File: config.mk
export PLATFORM = sky130hd
export DESIGN_NAME = ple_ctrl
export DESIGN_NICKNAME = d
export VERILOG_FILES = /design/src/rtl/ple_pkg.sv /design/src/rtl/ple_ctrl.sv
export SDC_FILE = /design/constraint.sdc
export NUM_CORES = 1
export LEC_CHECK = 0
export ABC_AREA = 1
export CORE_MARGIN = 8
export CORE_UTILIZATION = 60
export CTS_BUF_LIST = sky130_fd_sc_hd__clkbuf_4
export DETAILED_ROUTE_END_ITERATION = 16
export DONT_BUFFER_PORTS = 1
export PLACE_DENSITY = 0.78
export SLEW_MARGIN = 20
export SYNTH_ARGS = -nofsm -noshare
export SYNTH_HDL_FRONTEND = slang
export SYNTH_SLANG_ARGS = --single-unit
File: constraint.sdc
create_clock -name i_clk -period 3.6 [get_ports i_clk]
set_input_delay 0.54 -clock i_clk [delete_from_list [all_inputs] [get_ports i_clk]]
set_output_delay 0.54 -clock i_clk [all_outputs]
set_load 0.02 [all_outputs]
File: src/rtl/ple_pkg.sv
// Shared types and constants for the positional list engine.
// No dependencies; every other file imports this package.
package ple_pkg;

    localparam int CAPACITY = 256;
    localparam int ADDR_W   = (CAPACITY > 1) ? $clog2(CAPACITY) : 1;
    localparam int CNT_W    = $clog2(CAPACITY + 1);
    localparam int POS_W    = 8;
    localparam int DATA_W   = 32;
    localparam int CMP_W    = (CNT_W > POS_W) ? CNT_W : POS_W + 1;

    localparam logic [1:0] MODE_INSERT = 2'd0;
    localparam logic [1:0] MODE_REMOVE = 2'd1;
    localparam logic [1:0] MODE_READ   = 2'd2;

    localparam logic [1:0] ST_OK    = 2'd0;
    localparam logic [1:0] ST_RANGE = 2'd1;
    localparam logic [1:0] ST_FULL  = 2'd2;

    typedef struct packed {
        logic [1:0]               mode;
        logic [POS_W-1:0]         position;
        logic signed [DATA_W-1:0] value;
    } t_ple_in;

    typedef struct packed {
        logic signed [DATA_W-1:0] value_out;
        logic [8:0]               count;
        logic [1:0]               status;
    } t_ple_out;

    typedef struct packed {
        logic              rd_en;
        logic [ADDR_W-1:0] rd_addr;
        logic              wr_en;
        logic [ADDR_W-1:0] wr_addr;
        logic [DATA_W-1:0] wr_data;
    } t_ple_mem_req;

endpackage

File: src/rtl/ple_ctrl.sv
// Sequencer for the list engine: walks the entry memory to shift entries.
// Depends on ple_pkg; drives the request port of ple_ram.
module ple_ctrl
    import ple_pkg::*;
(
    input  logic              i_clk,
    input  logic              i_rst_n,
    input  logic              i_accept,
    input  t_ple_in           i_item,
    input  logic              i_take,
    input  logic [DATA_W-1:0] i_rdata,
    output logic              o_busy,
    output logic              o_res_valid,
    output t_ple_out          o_res,
    output t_ple_mem_req      o_req
);

    typedef enum logic [2:0] {
        S_IDLE, S_INS, S_INS_LAST, S_RM_HEAD, S_RM, S_RD, S_DONE
    } t_state;

    t_state            r_state,  n_state;
    logic [CNT_W-1:0]  r_count,  n_count;
    logic [ADDR_W-1:0] r_addr,   n_addr;
    logic [ADDR_W-1:0] r_lim,    n_lim;
    logic [DATA_W-1:0] r_val,    n_val;
    t_ple_out          r_res,    n_res;
    t_ple_mem_req      req;
    logic [CMP_W-1:0]  pos_ext;
    logic [CMP_W-1:0]  cnt_ext;

    assign pos_ext = CMP_W'(i_item.position);
    assign cnt_ext = CMP_W'(r_count);

    always_comb begin
        n_state = r_state;
        n_count = r_count;
        n_addr  = r_addr;
        n_lim   = r_lim;
        n_val   = r_val;
        n_res   = r_res;
        req     = '0;
        case (r_state)
            S_IDLE: begin
                if (i_accept) begin
                    n_res.value_out = '0;
                    n_res.count     = 9'(r_count);
                    n_res.status    = ST_OK;
                    n_val           = DATA_W'(i_item.value);
                    n_state         = S_DONE;
                    case (i_item.mode)
                        MODE_INSERT: begin
                            if (r_count == CNT_W'(CAPACITY)) begin
                                n_res.status = ST_FULL;
                            end else if (pos_ext >= cnt_ext) begin
                                // append: no shift needed
                                req.wr_en    = 1'b1;
                                req.wr_addr  = ADDR_W'(r_count);
                                req.wr_data  = DATA_W'(i_item.value);
                                n_count      = r_count + CNT_W'(1);
                                n_res.count  = 9'(n_count);
                            end else begin
                                req.rd_en   = 1'b1;
                                req.rd_addr = ADDR_W'(r_count - CNT_W'(1));
                                n_addr      = ADDR_W'(r_count - CNT_W'(1));
                                n_lim       = ADDR_W'(pos_ext);
                                n_state     = S_INS;
                            end
                        end
                        MODE_REMOVE, MODE_READ: begin
                            if (pos_ext >= cnt_ext) begin
                                n_res.status = ST_RANGE;
                            end else begin
                                req.rd_en   = 1'b1;
                                req.rd_addr = ADDR_W'(pos_ext);
                                n_addr      = ADDR_W'(pos_ext);
                                n_lim       = ADDR_W'(r_count - CNT_W'(1));
                                n_state     = (i_item.mode == MODE_READ) ? S_RD : S_RM_HEAD;
                            end
                        end
                        default: begin
                        end
                    endcase
                end
            end
            S_INS: begin
                // move entry one place back, walk towards the head
                req.wr_en   = 1'b1;
                req.wr_addr = r_addr + ADDR_W'(1);
                req.wr_data = i_rdata;
                if (r_addr == r_lim) begin
                    n_state = S_INS_LAST;
                end else begin
                    req.rd_en   = 1'b1;
                    req.rd_addr = r_addr - ADDR_W'(1);
                    n_addr      = r_addr - ADDR_W'(1);
                end
            end
            S_INS_LAST: begin
                req.wr_en   = 1'b1;
                req.wr_addr = r_lim;
                req.wr_data = r_val;
                n_count     = r_count + CNT_W'(1);
                n_res.count = 9'(n_count);
                n_state     = S_DONE;
            end
            S_RM_HEAD: begin
                n_res.value_out = i_rdata;
                if (r_addr == r_lim) begin
                    n_count     = r_count - CNT_W'(1);
                    n_res.count = 9'(n_count);
                    n_state     = S_DONE;
                end else begin
                    req.rd_en   = 1'b1;
                    req.rd_addr = r_addr + ADDR_W'(1);
                    n_addr      = r_addr + ADDR_W'(1);
                    n_state     = S_RM;
                end
            end
            S_RM: begin
                // move entry one place forward, walk towards the tail
                req.wr_en   = 1'b1;
                req.wr_addr = r_addr - ADDR_W'(1);
                req.wr_data = i_rdata;
                if (r_addr == r_lim) begin
                    n_count     = r_count - CNT_W'(1);
                    n_res.count = 9'(n_count);
                    n_state     = S_DONE;
                end else begin
                    req.rd_en   = 1'b1;
                    req.rd_addr = r_addr + ADDR_W'(1);
                    n_addr      = r_addr + ADDR_W'(1);
                end
            end
            S_RD: begin
                n_res.value_out = i_rdata;
                n_state         = S_DONE;
            end
            S_DONE: begin
                if (i_take) begin
                    n_state = S_IDLE;
                end
            end
            default: begin
                n_state = S_IDLE;
            end
        endcase
    end

    always_ff @(posedge i_clk) begin
        if (!i_rst_n) begin
            r_state <= S_IDLE;
            r_count <= '0;
        end else begin
            r_state <= n_state;
            r_count <= n_count;
        end
        r_addr <= n_addr;
        r_lim  <= n_lim;
        r_val  <= n_val;
        r_res  <= n_res;
    end

    assign o_busy      = (r_state != S_IDLE);
    assign o_res_valid = (r_state == S_DONE);
    assign o_res       = r_res;
    assign o_req       = req;

    a_no_same_entry: assert property (@(posedge i_clk) disable iff (!i_rst_n)
        !(req.rd_en && req.wr_en && req.rd_addr == req.wr_addr))
        else $error("read and write hit the same entry");

    a_count_bound: assert property (@(posedge i_clk) disable iff (!i_rst_n)
        r_count <= CNT_W'(CAPACITY))
        else $error("entry count beyond capacity");

    a_count_step: assert property (@(posedge i_clk) disable iff (!i_rst_n)
        $past(i_rst_n) |-> (r_count == $past(r_count) ||
                            r_count == $past(r_count) + CNT_W'(1) ||
                            r_count == $past(r_count) - CNT_W'(1)))
        else $error("entry count moved by more than one");

endmodule

==> results of run 1 <==
-- cell usage after synthesis (4+ instances only) --
cell	number	area share, %
o22ai_1	16	1.6
inv_1	76	4.7
nor2_2	6	0.62
o211ai_1	4	0.49
xnor2_1	6	0.86
nand3_1	22	1.8
edfxtp_1	91	45
ha_1	19	3.9
nor3_1	4	0.33
nand4_1	4	0.41
o221ai_1	4	0.57
buf_2	12	0.98
a22oi_1	33	4.1
nand2_1	173	11
o21ai_0	47	3.9
nand2_2	8	0.82
o21bai_1	6	0.74
inv_2	14	0.86
a21oi_1	28	2.3
nor2_1	64	3.9
clkbuf_1	4	0.25
o21ai_1	11	0.90
dfxtp_1	12	3.9
xor2_1	19	2.7
-- power breakdown --
group | internal, W | switching (W) | total, W
Sequential | 0.00186 | 0.000502 | 0.00236
Clock | 0.000229 | 0.000424 | 0.000653
Combinational | 0.000811 | 0.00213 | 0.00294
Total | 0.00290 | 0.00305 | 0.00595
-- cell type report --
cell class                      instances  area, um^2  share of cell area, %
Sequential cell                       103        2980                   46.4
Multi-Input combinational cell        493        2660                   41.4
Clock inverter                          7        88.8                   1.38
Tap cell                              136         170                   2.65
Inverter                               92         347                   5.40
Clock buffer                            9        67.6                   1.05
Timing Repair Buffer                   14         109                   1.70
-- worst min-delay path by stage --
stage          slack [ps]    endpoint       start  cells past startpoint
2_1_floorplan         540  cnt_ext[1]  cnt_ext[1]                      2
3_3_place_gp          570  cnt_ext[1]  cnt_ext[1]                      2
3_5_place_dp          610  cnt_ext[4]  cnt_ext[4]                      2
4_1_cts               140    r_val[1]   i_item[1]                      0
5_1_grt               130    r_val[1]   i_item[1]                      0
6_report              170    r_val[9]   i_item[9]                      0
-- registers in the layout, summed over array words and instances, names as in the netlist --
signal	cells
o_res	43
r_val	32
cnt_ext	9
r_addr	8
r_lim	8
r_state	3
-- per-layer routing --
layer / wire length, um / global-route usage (%)
met3: 1920 / 6.98
met2: 8510 / 42.8
met5: 0 / 0
met4: 465 / 9.39
met1: 6350 / 27.3
-- repair_timing --
item | CTS | global route
resized for setup | 0 | 4
hold endpoints to repair | 0 | 0
setup endpoints to repair | 0 | 44
-- cells by family (layout without fill, tap and decap cells) --
| logic type | Yosys count | after routing | share of synthesized area [%] |
|---|---|---|---|
| compound gates | 157 | 157 | 15.6 |
| xor+xnor | 25 | 25 | 3.59 |
| fa+ha+maj | 19 | 19 | 3.90 |
| flops | 103 | 103 | 48.7 |
| simple gates | 292 | 292 | 20.4 |
| buf+inv | 116 | 122 | 7.84 |
-- metrics by stage --
step | setup WS (ps) | hold slack, ps | area (um^2) | power, W
6_report | 238 | 166 | 6410 | 0.00595
5_1_grt | 47.1 | 127 | 6410 | 0.00632
4_1_cts | 11.1 | 140 | 6400 | 0.00594
3_5_place_dp | 556 | 613 | 6250 | 0.00529
3_3_place_gp | 618 | 572 | 6250 | 0.00519
2_1_floorplan | 431 | 542 | 6100 | 0.00456
==> summary.md, run 1 <==
| Metric | Value |
|---|---|
| Number of global-route vias before repair | 4905 |
| Cts-stage hold buffer count | 0 |
| Crit-path leading delay family | simple AND/OR/NAND/NOR gates |
| Cts bufs inserted | 9 |
| Layout cell share with drive strength beyond 1 | 9.89% |
| Fin cells | ~850 |
| Mapped Nets | 809 |
| Max Clock Freq | 0.297 GHz |
| Largest net degree at the start of global routing | 36 |
| Pleak | 2.73 nW |
| Distinct cells, synth | 40 |
| Core area | 10100 um^2 |
| Postcts setup bufs | 0 |
| CP Max Fanout | 32 |
| CTS tree | yes |
| Overall routing resource usage | 24.3% |
| Reg clk slew, reported paths | roughly 180 ps |
| CP cell instances | inv_1 > ha_1 > nand2_1 > nor2_1 > nand2_1 > nand2_4 > nand2_2 > nor2_4 > buf_6 > nand2_1 > nand2_1 |
| Sequential element share of the synthesized area | 48.7% |
| GR Overflow Total | 0 |
| Required @ worst endpoint | 3060 ps |
| Outcome | finished, final reports clean |
| Slew headroom | 43.3% |
| H-tree level count | 3 |
| Root buf cell | clkbuf_4 |
| # Max-Cap Violations | 0 |
| GPL Wtd Cong | roughly 1.0 |
| Die footprint | about 14000 um^2 |
| Tightest Hold Check Type | in2reg |
| Kind of critical path | reg2out |
| Worst vdd ir | 514 uV |
| #FFs+latches synth | 103 |
| Total number of yosys warnings | 0 |
| Average vias per placed instance | 6.09 |
| Synth async-reset ratio | 0% |
| Post-Route WL | 17300 um |
| Wire length per cell | slightly above 20 um |
| Setup crit end | o_req[0] |
| Crit path launch | cnt_ext[5] |
| Antenna fix cells | 0 |
| Pwr dens | 928 nW/um^2 |
| Setup TNS | 0 ps |
| Port bufs | 0 |
| Cell Area, Synth | just over 6000 um^2 |
| Syn avg cell area | approximately 8.6 um^2 |
| HPWL Detailed | 13200 um |
| WP depth | 11 |
| Crit path top cell by count | nand2_1 |
| Clock sinks | slightly above 100 |
| Slew @ Worst Pin | approximately 840 ps |
| Initial antenna violation count | 0 |
| Worst-skew pair later-pin latency | about 450 ps |
| Final hold violation count | 0 |
| Data arrival, critical path | between 2000 and 3000 ps |
| Bufs and invs on worst path | 2 |
| Post-synth top flop | edfxtp_1 |
| # setup viols final | 0 |
| Max Root-Sink Buffers | 2 |
| CP startpoint kind | register |
| Critical Path Slowest Stage Cell | dfxtp_1 |
| Max Slew Vio Count | 0 |
| Post-Synthesis Cells | between 700 and 800 |
| Commonest non-fill, non-tap cell in the layout | nand2_1 |
| First-pass GRT wire length | between 20000 and 30000 um |
| RSZ-0062 raised after global routing | no |
| Vias | ~5200 |
| Chip width | 117 um |
| Commonest cells after routing, fill and taps aside | 173 x nand2_1, 91 x edfxtp_1, 76 x inv_1, 64 x nor2_1, 47 x o21ai_0 |
| R2R cell count | 11 |
| Final nets | 810 |
| Slowest stage delay, CP | 570 ps |
| Residual DRC | 0 |
| P&R area growth vs syn | 5.19% |
| First-pass DRT Iterations | 5 |
| Number of flops mapped to enable cells by yosys | 91 |
| Initial Utilization | 60.4% |
| Final worst-path cycle share | 93.4% |
| Worst reg-to-reg setup slack | 870 ps |
| # rows | 37 |
| Final ANT Viol Nets | 0 |
| Clk_skew | 23.4 ps |
| Crit. End Element | output pin |
| Die span in y | between 100 and 150 um |
| Reg2Reg Capture Point | r_lim[2] |
| Io pins | about 170 |
| Reg-to-Reg Start | cnt_ext[4] |
| Finished Core Util | between 60% and 70% |
| Fillers | 866 |
| Post-route minimum period | around 3400 ps |
| Placed cell count | 838 |
| DRT iter0 DRCs | 569 |
No activity file was read; power rests on OpenSTA's default activity.
==> run 2, diff against run 1 <==
--- a/config.mk
+++ b/config.mk
@@ -11,7 +11,7 @@
 export CTS_BUF_LIST = sky130_fd_sc_hd__clkbuf_4
 export DETAILED_ROUTE_END_ITERATION = 16
 export DONT_BUFFER_PORTS = 1
-export PLACE_DENSITY = 0.78
+export PLACE_DENSITY = 0.75
 export SLEW_MARGIN = 20
 export SYNTH_ARGS = -nofsm -noshare
 export SYNTH_HDL_FRONTEND = slang
==> run 2 against run 1 <==
  * Final cell count grew 0.12%
  * Power decreased by 1.5%
  * Clock-buffer cell count is the same
  * Largest cell class unchanged
==> summary.md, run 2 (synthesis results as in run 1) <==
| Metric | Value |
|---|---|
| Commonest cells after routing, fill and taps aside | 173 x nand2_1, 91 x edfxtp_1, 76 x inv_1, 64 x nor2_1, 47 x o21ai_0 |
| Final ANT Viol Nets | 0 (unchanged) |
| Required @ worst endpoint | 3060 ps (about the same) |
| Sw Share | 51.8% (+0.44 points) |
| Core area | 10100 um^2 (unchanged) |
| CTS tree | yes |
| Die footprint | 13600 um^2 (unchanged) |
| HPWL Detailed | 13100 um (-0.64%) |
| Worst vdd ir | 544 uV (+5.9%) |
| Final worst-path cycle share | 94.0% (+0.58 points) |
| Hold path endpoint | r_val[4] |
| Kind of critical path | reg2out |
| Cts-stage hold buffer count | 0 (unchanged) |
| Post-Route WL | 17000 um (-1.2%) |
| Final hold violation count | 0 (unchanged) |
| Initial Utilization | 60.4% (unchanged) |
| Wire length per cell | 19.9 um (-1.3%) |
| Initial antenna violation count | 0 (unchanged) |
| Setup WS pre-CTS | 516 ps (-39.8 ps) |
| Setup TNS | 0 ps (unchanged) |
| # Max-Cap Violations | 0 (unchanged) |
| # rows | 37 (unchanged) |
| Layout cell share with drive strength beyond 1 | 10.2% (+0.26 points) |
| First-pass GRT wire length | 25300 um (-0.73%) |
| Post-route minimum period | 3380 ps (+20.8 ps) |
| Slew @ Worst Pin | 846 ps (+4.15 ps) |
| Final setup margin | 218 ps (-20.8 ps) |
| Sw Pwr | 0.00304 W (-0.61%) |
| GR Overflow Total | 0 (unchanged) |
| Number of global-route vias before repair | 4923 (+0.37%) |
| Io pins | 173 (unchanged) |
| Reg-to-Reg Start | cnt_ext[6] |
| Slew headroom | 43.0% (-0.28 points) |
| Clock share of power | 10.0% (-1.0 points) |
| Sequential share of power | 40.1% (+0.5 points) |
| # setup viols final | 0 (unchanged) |
| Antenna fix cells | 0 (unchanged) |
| Tightest Hold Check Type | in2reg |
| Worst Min Path Start | i_item[4] |
| Max Slew Vio Count | 0 (unchanged) |
| Chip width | 117 um (unchanged) |
| Outcome | finished, final reports clean |
| Cell-internal power | 0.00283 W (-2.4%) |
| Pleak | 2.72 nW (-0.48%) |
| Die span in y | 117 um (unchanged) |
| Crit. End Element | output pin |
| DRT iter0 DRCs | 598 (+5.1%) |
| H-tree level count | 3 (unchanged) |
| RSZ-0062 raised after global routing | no |
| R2R cell count | 8 (-3) |
| GPL Wtd Cong | 0.987 (-2.9%) |
| Worst reg-to-reg setup slack | 870 ps (about the same) |
| Max FFs per register | 43 (unchanged) |
| Root buf cell | clkbuf_4 |
| Reg2Reg Capture Point | r_lim[2] |
| Cts bufs inserted | 9 (unchanged) |
| Max Clock Freq | 0.296 GHz (-0.62%) |
| Pwr dens | 916 nW/um^2 (-1.3%) |
| Vias | 5147 (-1.1%) |
| Data arrival, critical path | 2840 ps (+20 ps) |
| P&R area growth vs syn | 4.99% |
| Hold Path Depth | 0 (unchanged) |
| Reg clk slew, reported paths | 180 ps (about the same) |
| Clk_skew | 19.2 ps (-4.19 ps) |
| Max Root-Sink Buffers | 2 (unchanged) |
| Port bufs | 0 (unchanged) |
| Largest net degree at the start of global routing | 36 (unchanged) |
| Overall routing resource usage | 24.2% (-0.11 points) |
| First-pass DRT Iterations | 5 (unchanged) |
| Clock sinks | 103 (unchanged) |
| Commonest non-fill, non-tap cell in the layout | nand2_1 |
| CP Max Fanout | 5 (-84%) |
| Gate power share | 49.9% (+0.5 points) |
| Residual DRC | 0 (unchanged) |
| CP startpoint kind | register |
| Worst-skew pair later-pin latency | 480 ps (+30 ps) |
| Final nets | 811 (+0.12%) |
| Average vias per placed instance | 6.02 (-1.2%) |
-- run 2: cell types whose count changed in the layout (fill, tap and decap cells not counted) --
cell	before	now
buf_4	13	14
inv_8	3	1
clkinv_4	2	1
bufinv_16	1	0
dfxtp_1	10	9
dfxtp_2	2	3
clkinv_8	0	1
clkinvlp_4	1	3
inv_6	0	1
-- run 2: how the worst max path moves through the flow --
stage / start / endpoint
3_5_place_dp: cnt_ext[3] / o_req[10]
6_report: r_addr[0] / o_req[47]
5_1_grt: cnt_ext[5] / o_req[10]
3_3_place_gp: cnt_ext[3] / o_req[10]
2_1_floorplan: i_accept / o_req[39]
4_1_cts: cnt_ext[2] / o_req[10]
-- run 2: cell type report --
type / instances / area (um^2)
Multi-Input combinational cell: 493 / 2660
Inverter: 92 / 347
Fill cell: 874 / 3690
Sequential cell: 103 / 2980
Clock inverter: 7 / 67.6
Timing Repair Buffer: 15 / 116
Tap cell: 136 / 170
Clock buffer: 9 / 67.6
-- run 2: what timing repair did --
| action | CTS | global route |
|---|---|---|
| gates cloned | 0 | 0 |
| buffers inserted | 0 | 0 |
| endpoints found under the hold margin | 0 | 0 |
| gates resized for setup | 1 | 4 |
| endpoints found under the setup margin | 6 | 43 |
-- run 2: worst max-delay path, cell delays in order, from the launching register on --
cell      delay (ps)
edfxtp_1         500
inv_1            190
ha_1             230
nand2_1          100
nor3_1           240
xor2_1           230
nand2_1           80
o21ai_0           80
inv_1             80
o21ai_0          650
-- run 2: stage by stage --
stage          power [W]  hold WS (ps)  area, um^2  cells  utilization (%)
2_1_floorplan    0.00456           542        6100    712                -
3_3_place_gp     0.00520           573        6250    839             62.0
3_5_place_dp     0.00528           577        6250    839             62.0
4_1_cts          0.00585           123        6390    855             63.3
5_1_grt          0.00624           116        6400    855             63.4
6_report         0.00587           141        6400    855             63.4
-- run 2: routing by layer --
metal,global-route usage [%],wire [um]
met1,27.6,6100
met2,41.0,8230
met3,6.26,2070
met4,13.1,635
met5,0,0
-- run 2: power groups by stage --
| stage | combinational [W] | sequential, W | clock, W |
|---|---|---|---|
| 2_1_floorplan | 0.00230 | 0.00226 | 0 |
| 3_3_place_gp | 0.00284 | 0.00236 | 0 |
| 3_5_place_dp | 0.00290 | 0.00238 | 0 |
| 4_1_cts | 0.00290 | 0.00235 | 0.000593 |
| 5_1_grt | 0.00321 | 0.00239 | 0.000636 |
| 6_report | 0.00293 | 0.00235 | 0.000585 |
==> run 3, diff against run 2 <==
--- a/config.mk
+++ b/config.mk
@@ -12,6 +12,8 @@
 export DETAILED_ROUTE_END_ITERATION = 16
 export DONT_BUFFER_PORTS = 1
 export PLACE_DENSITY = 0.75
+export RECOVER_POWER = 25
+export SETUP_SLACK_MARGIN = 0.15
 export SLEW_MARGIN = 20
 export SYNTH_ARGS = -nofsm -noshare
 export SYNTH_HDL_FRONTEND = slang
==> run 3 against run 2 <==
  * Via count is 0.49% higher
  * Critical path type unchanged
  * Combinational power increased by 2%
  * Clock skew increased by 0.52 ps
  * Largest cell class unchanged
  * Sequential power barely moved
  * Final cell count grew 0.58%
  * Die area did not move
  * Clock power hardly changed
  * Utilization up 0.64 points
  * Non-clock buffer count grew 5
  * Global-route usage is essentially flat
  * Largest power group unchanged
  * Register-to-register slack got worse by 20 ps
==> summary.md, run 3 (synthesis results as in run 1) <==
| Metric | Value |
|---|---|
| Fillers | 866 (-0.92%) |
| HPWL Detailed | 13100 um (unchanged) |
| Core area | 10100 um^2 (unchanged) |
| CP startpoint kind | register |
| Tightest Hold Check Type | in2reg |
| Setup TNS | 0 ps (unchanged) |
| Port bufs | 0 (unchanged) |
| Post-Route WL | 17100 um (+0.39%) |
| Pleak | 2.75 nW (+1.1%) |
| Clock share of power | 9.9% (about the same) |
| Cts-stage hold buffer count | 0 (unchanged) |
| CTS tree | yes |
| First-pass DRT Iterations | 7 (+2) |
| # rows | 37 (unchanged) |
| Commonest cells after routing, fill and taps aside | 171 x nand2_1, 91 x edfxtp_1, 76 x inv_1, 65 x nor2_1, 42 x o21ai_0 |
| GPL Wtd Cong | 0.987 (unchanged) |
| Vias | 5172 (+0.49%) |
| Final ANT Viol Nets | 0 (unchanged) |
| Final setup margin | 365 ps (+148 ps) |
| Chip width | 117 um (unchanged) |
| H-tree level count | 3 (unchanged) |
| RSZ-0062 raised after global routing | no |
| Antenna fix cells | 0 (unchanged) |
| Slew headroom | 46.6% (+3.6 points) |
| Hold Path Depth | 0 (unchanged) |
| Reg-to-Reg Start | cnt_ext[4] |
| Reg2Reg Capture Point | r_lim[0] |
| Clock sinks | 103 (unchanged) |
| Final hold violation count | 0 (unchanged) |
| R2R cell count | 12 (+4) |
| Data arrival, critical path | 2690 ps (-150 ps) |
| Die footprint | 13600 um^2 (unchanged) |
| Max Slew Vio Count | 0 (unchanged) |
| Crit. End Element | output pin |
| First-pass GRT wire length | 25300 um (+0.14%) |
| DRT iter0 DRCs | 614 (+2.7%) |
| Worst reg-to-reg setup slack | 850 ps (-20 ps) |
| CP Max Fanout | 9 (+4) |
| Root buf cell | clkbuf_4 |
| Average vias per placed instance | 6.01 (about the same) |
| Post-DP Area | 6250 um^2 (unchanged) |
| Setup WS pre-CTS | 516 ps (unchanged) |
| Sequential share of power | 39.7% (-0.4 points) |
| Clk_skew | 19.8 ps (+0.523 ps) |
| Setup crit end | o_req[36] |
| Residual DRC | 0 (unchanged) |
| Outcome | finished, final reports clean |
| Pwr dens | 917 nW/um^2 (about the same) |
| Max Clock Freq | 0.309 GHz (+4.6%) |
| Largest net degree at the start of global routing | 36 (unchanged) |
| Final nets | 816 (+0.62%) |
| Initial Utilization | 60.4% (unchanged) |
| Sw Share | 51.4% (-0.34 points) |
| Crit path launch | cnt_ext[4] |
| # setup viols final | 0 (unchanged) |
| Final worst-path cycle share | 89.9% (-4.1 points) |
| Number of global-route vias before repair | 4938 (+0.30%) |
| GR Overflow Total | 0 (unchanged) |
| Register Area | 2980 um^2 (+0.17%) |
| Cts bufs inserted | 9 (unchanged) |
| Multi-input logic area | 2680 um^2 (+0.66%) |
| Io pins | 173 (unchanged) |
| Kind of critical path | reg2out |
| Wire length per cell | 19.9 um (-0.20%) |
| Initial antenna violation count | 0 (unchanged) |
| Max FFs per register | 43 (unchanged) |
| Cell-internal power | 0.00288 W (+1.8%) |
| # Max-Cap Violations | 0 (unchanged) |
| Layout cell share with drive strength beyond 1 | 11.6% (+1.4 points) |
| Worst vdd ir | 540 uV (-0.80%) |
| Post-route minimum period | 3230 ps (-148 ps) |
| Max Root-Sink Buffers | 2 (unchanged) |
| Gate power share | 50.4% (+0.5 points) |
| P&R area growth vs syn | 6.05% |
| Required @ worst endpoint | 3060 ps (about the same) |
| Post-route design area | 6470 um^2 (+1.0%) |
| Commonest non-fill, non-tap cell in the layout | nand2_1 |
| Worst-skew pair later-pin latency | 470 ps (about the same) |
| Die span in y | 117 um (unchanged) |
| Overall routing resource usage | 24.2% (about the same) |
| Slew @ Worst Pin | 792 ps (-53.2 ps) |
| Reg clk slew, reported paths | 180 ps (about the same) |
| Sw Pwr | 0.00305 W (+0.40%) |
==> run 3: changes by cell type in the layout (fill, tap and decap cells not counted) <==
cell / delta
o21ai_0: -5
buf_4: +4
o21ai_2: +4
dfxtp_1: -2
nand2_1: -2
nand2_2: +2
buf_12: +1
buf_6: -1
clkbuf_1: +1
dfxtp_2: +1
dfxtp_4: +1
nor2_1: +1
nor2_2: -1
o21ai_1: +1
==> run 3: layout make-up <==
| type | instances | share of cell area [%] |
|---|---|---|
| sequential | 103 | 46.1 |
| multi-input combinational | 493 | 41.4 |
| inverter | 92 | 5.36 |
| tap | 136 | 2.63 |
| timing repair buffer | 20 | 2.46 |
| clock buffer | 9 | 1.04 |
| clock inverter | 7 | 1.04 |
==> run 3: metrics by stage <==
step	hold WS, ps	utilization (%)	total power [W]	cells
detailed placement	577	62.0	0.00528	839
CTS	123	63.4	0.00586	855
global placement	573	62.0	0.00520	839
floorplan	542	-	0.00456	712
finish	145	64.1	0.00593	860
global route	116	64.1	0.00631	860
==> run 3: layer usage <==
layer / up-vias / global-route usage (%) / wire length [um]
met5: - / 0 / 0
met4: 0 / 13.2 / 668
met3: 44 / 6.26 / 1970
met2: 324 / 41.1 / 8260
met1: 2373 / 27.5 / 6210
li1: 2431 / - / -
==> run 3: worst max-delay path: stages, from the launching register on <==
cell	delay, ps
dfxtp_2	440
inv_2	110
ha_1	310
nand2_1	80
nor2_1	100
nand2_1	50
nand3_1	60
nand2_1	100
nand2_4	140
nand2_2	140
nor2_4	160
inv_2	110
o21ai_1	230
buf_4	190
==> run 3: power groups by stage <==
| stage | sequential [W] | combinational [W] | clock [W] |
|---|---|---|---|
| after detailed placement | 0.00238 | 0.00290 | 0 |
| after CTS | 0.00235 | 0.00291 | 0.000593 |
| after floorplan | 0.00226 | 0.00230 | 0 |
| after global routing | 0.00239 | 0.00328 | 0.000637 |
| after global placement | 0.00236 | 0.00284 | 0 |
| final | 0.00235 | 0.00299 | 0.000585 |
==> run 3: timing repair <==
item	4_1_cts	5_1_grt
gates resized for setup	4	18
hold endpoints to repair	0	0
setup buffers	0	5
pin swaps	0	1
setup endpoints to repair	42	47
==> run 3: how the worst min path moves through the flow <==
stage | from | end | slack [ps]
after floorplan | cnt_ext[1] | cnt_ext[1] | 540
after global placement | cnt_ext[1] | cnt_ext[1] | 570
after detailed placement | cnt_ext[1] | cnt_ext[1] | 580
after CTS | i_item[31] | r_val[31] | 120
after global routing | i_item[19] | r_val[19] | 120
final | i_item[4] | r_val[4] | 140
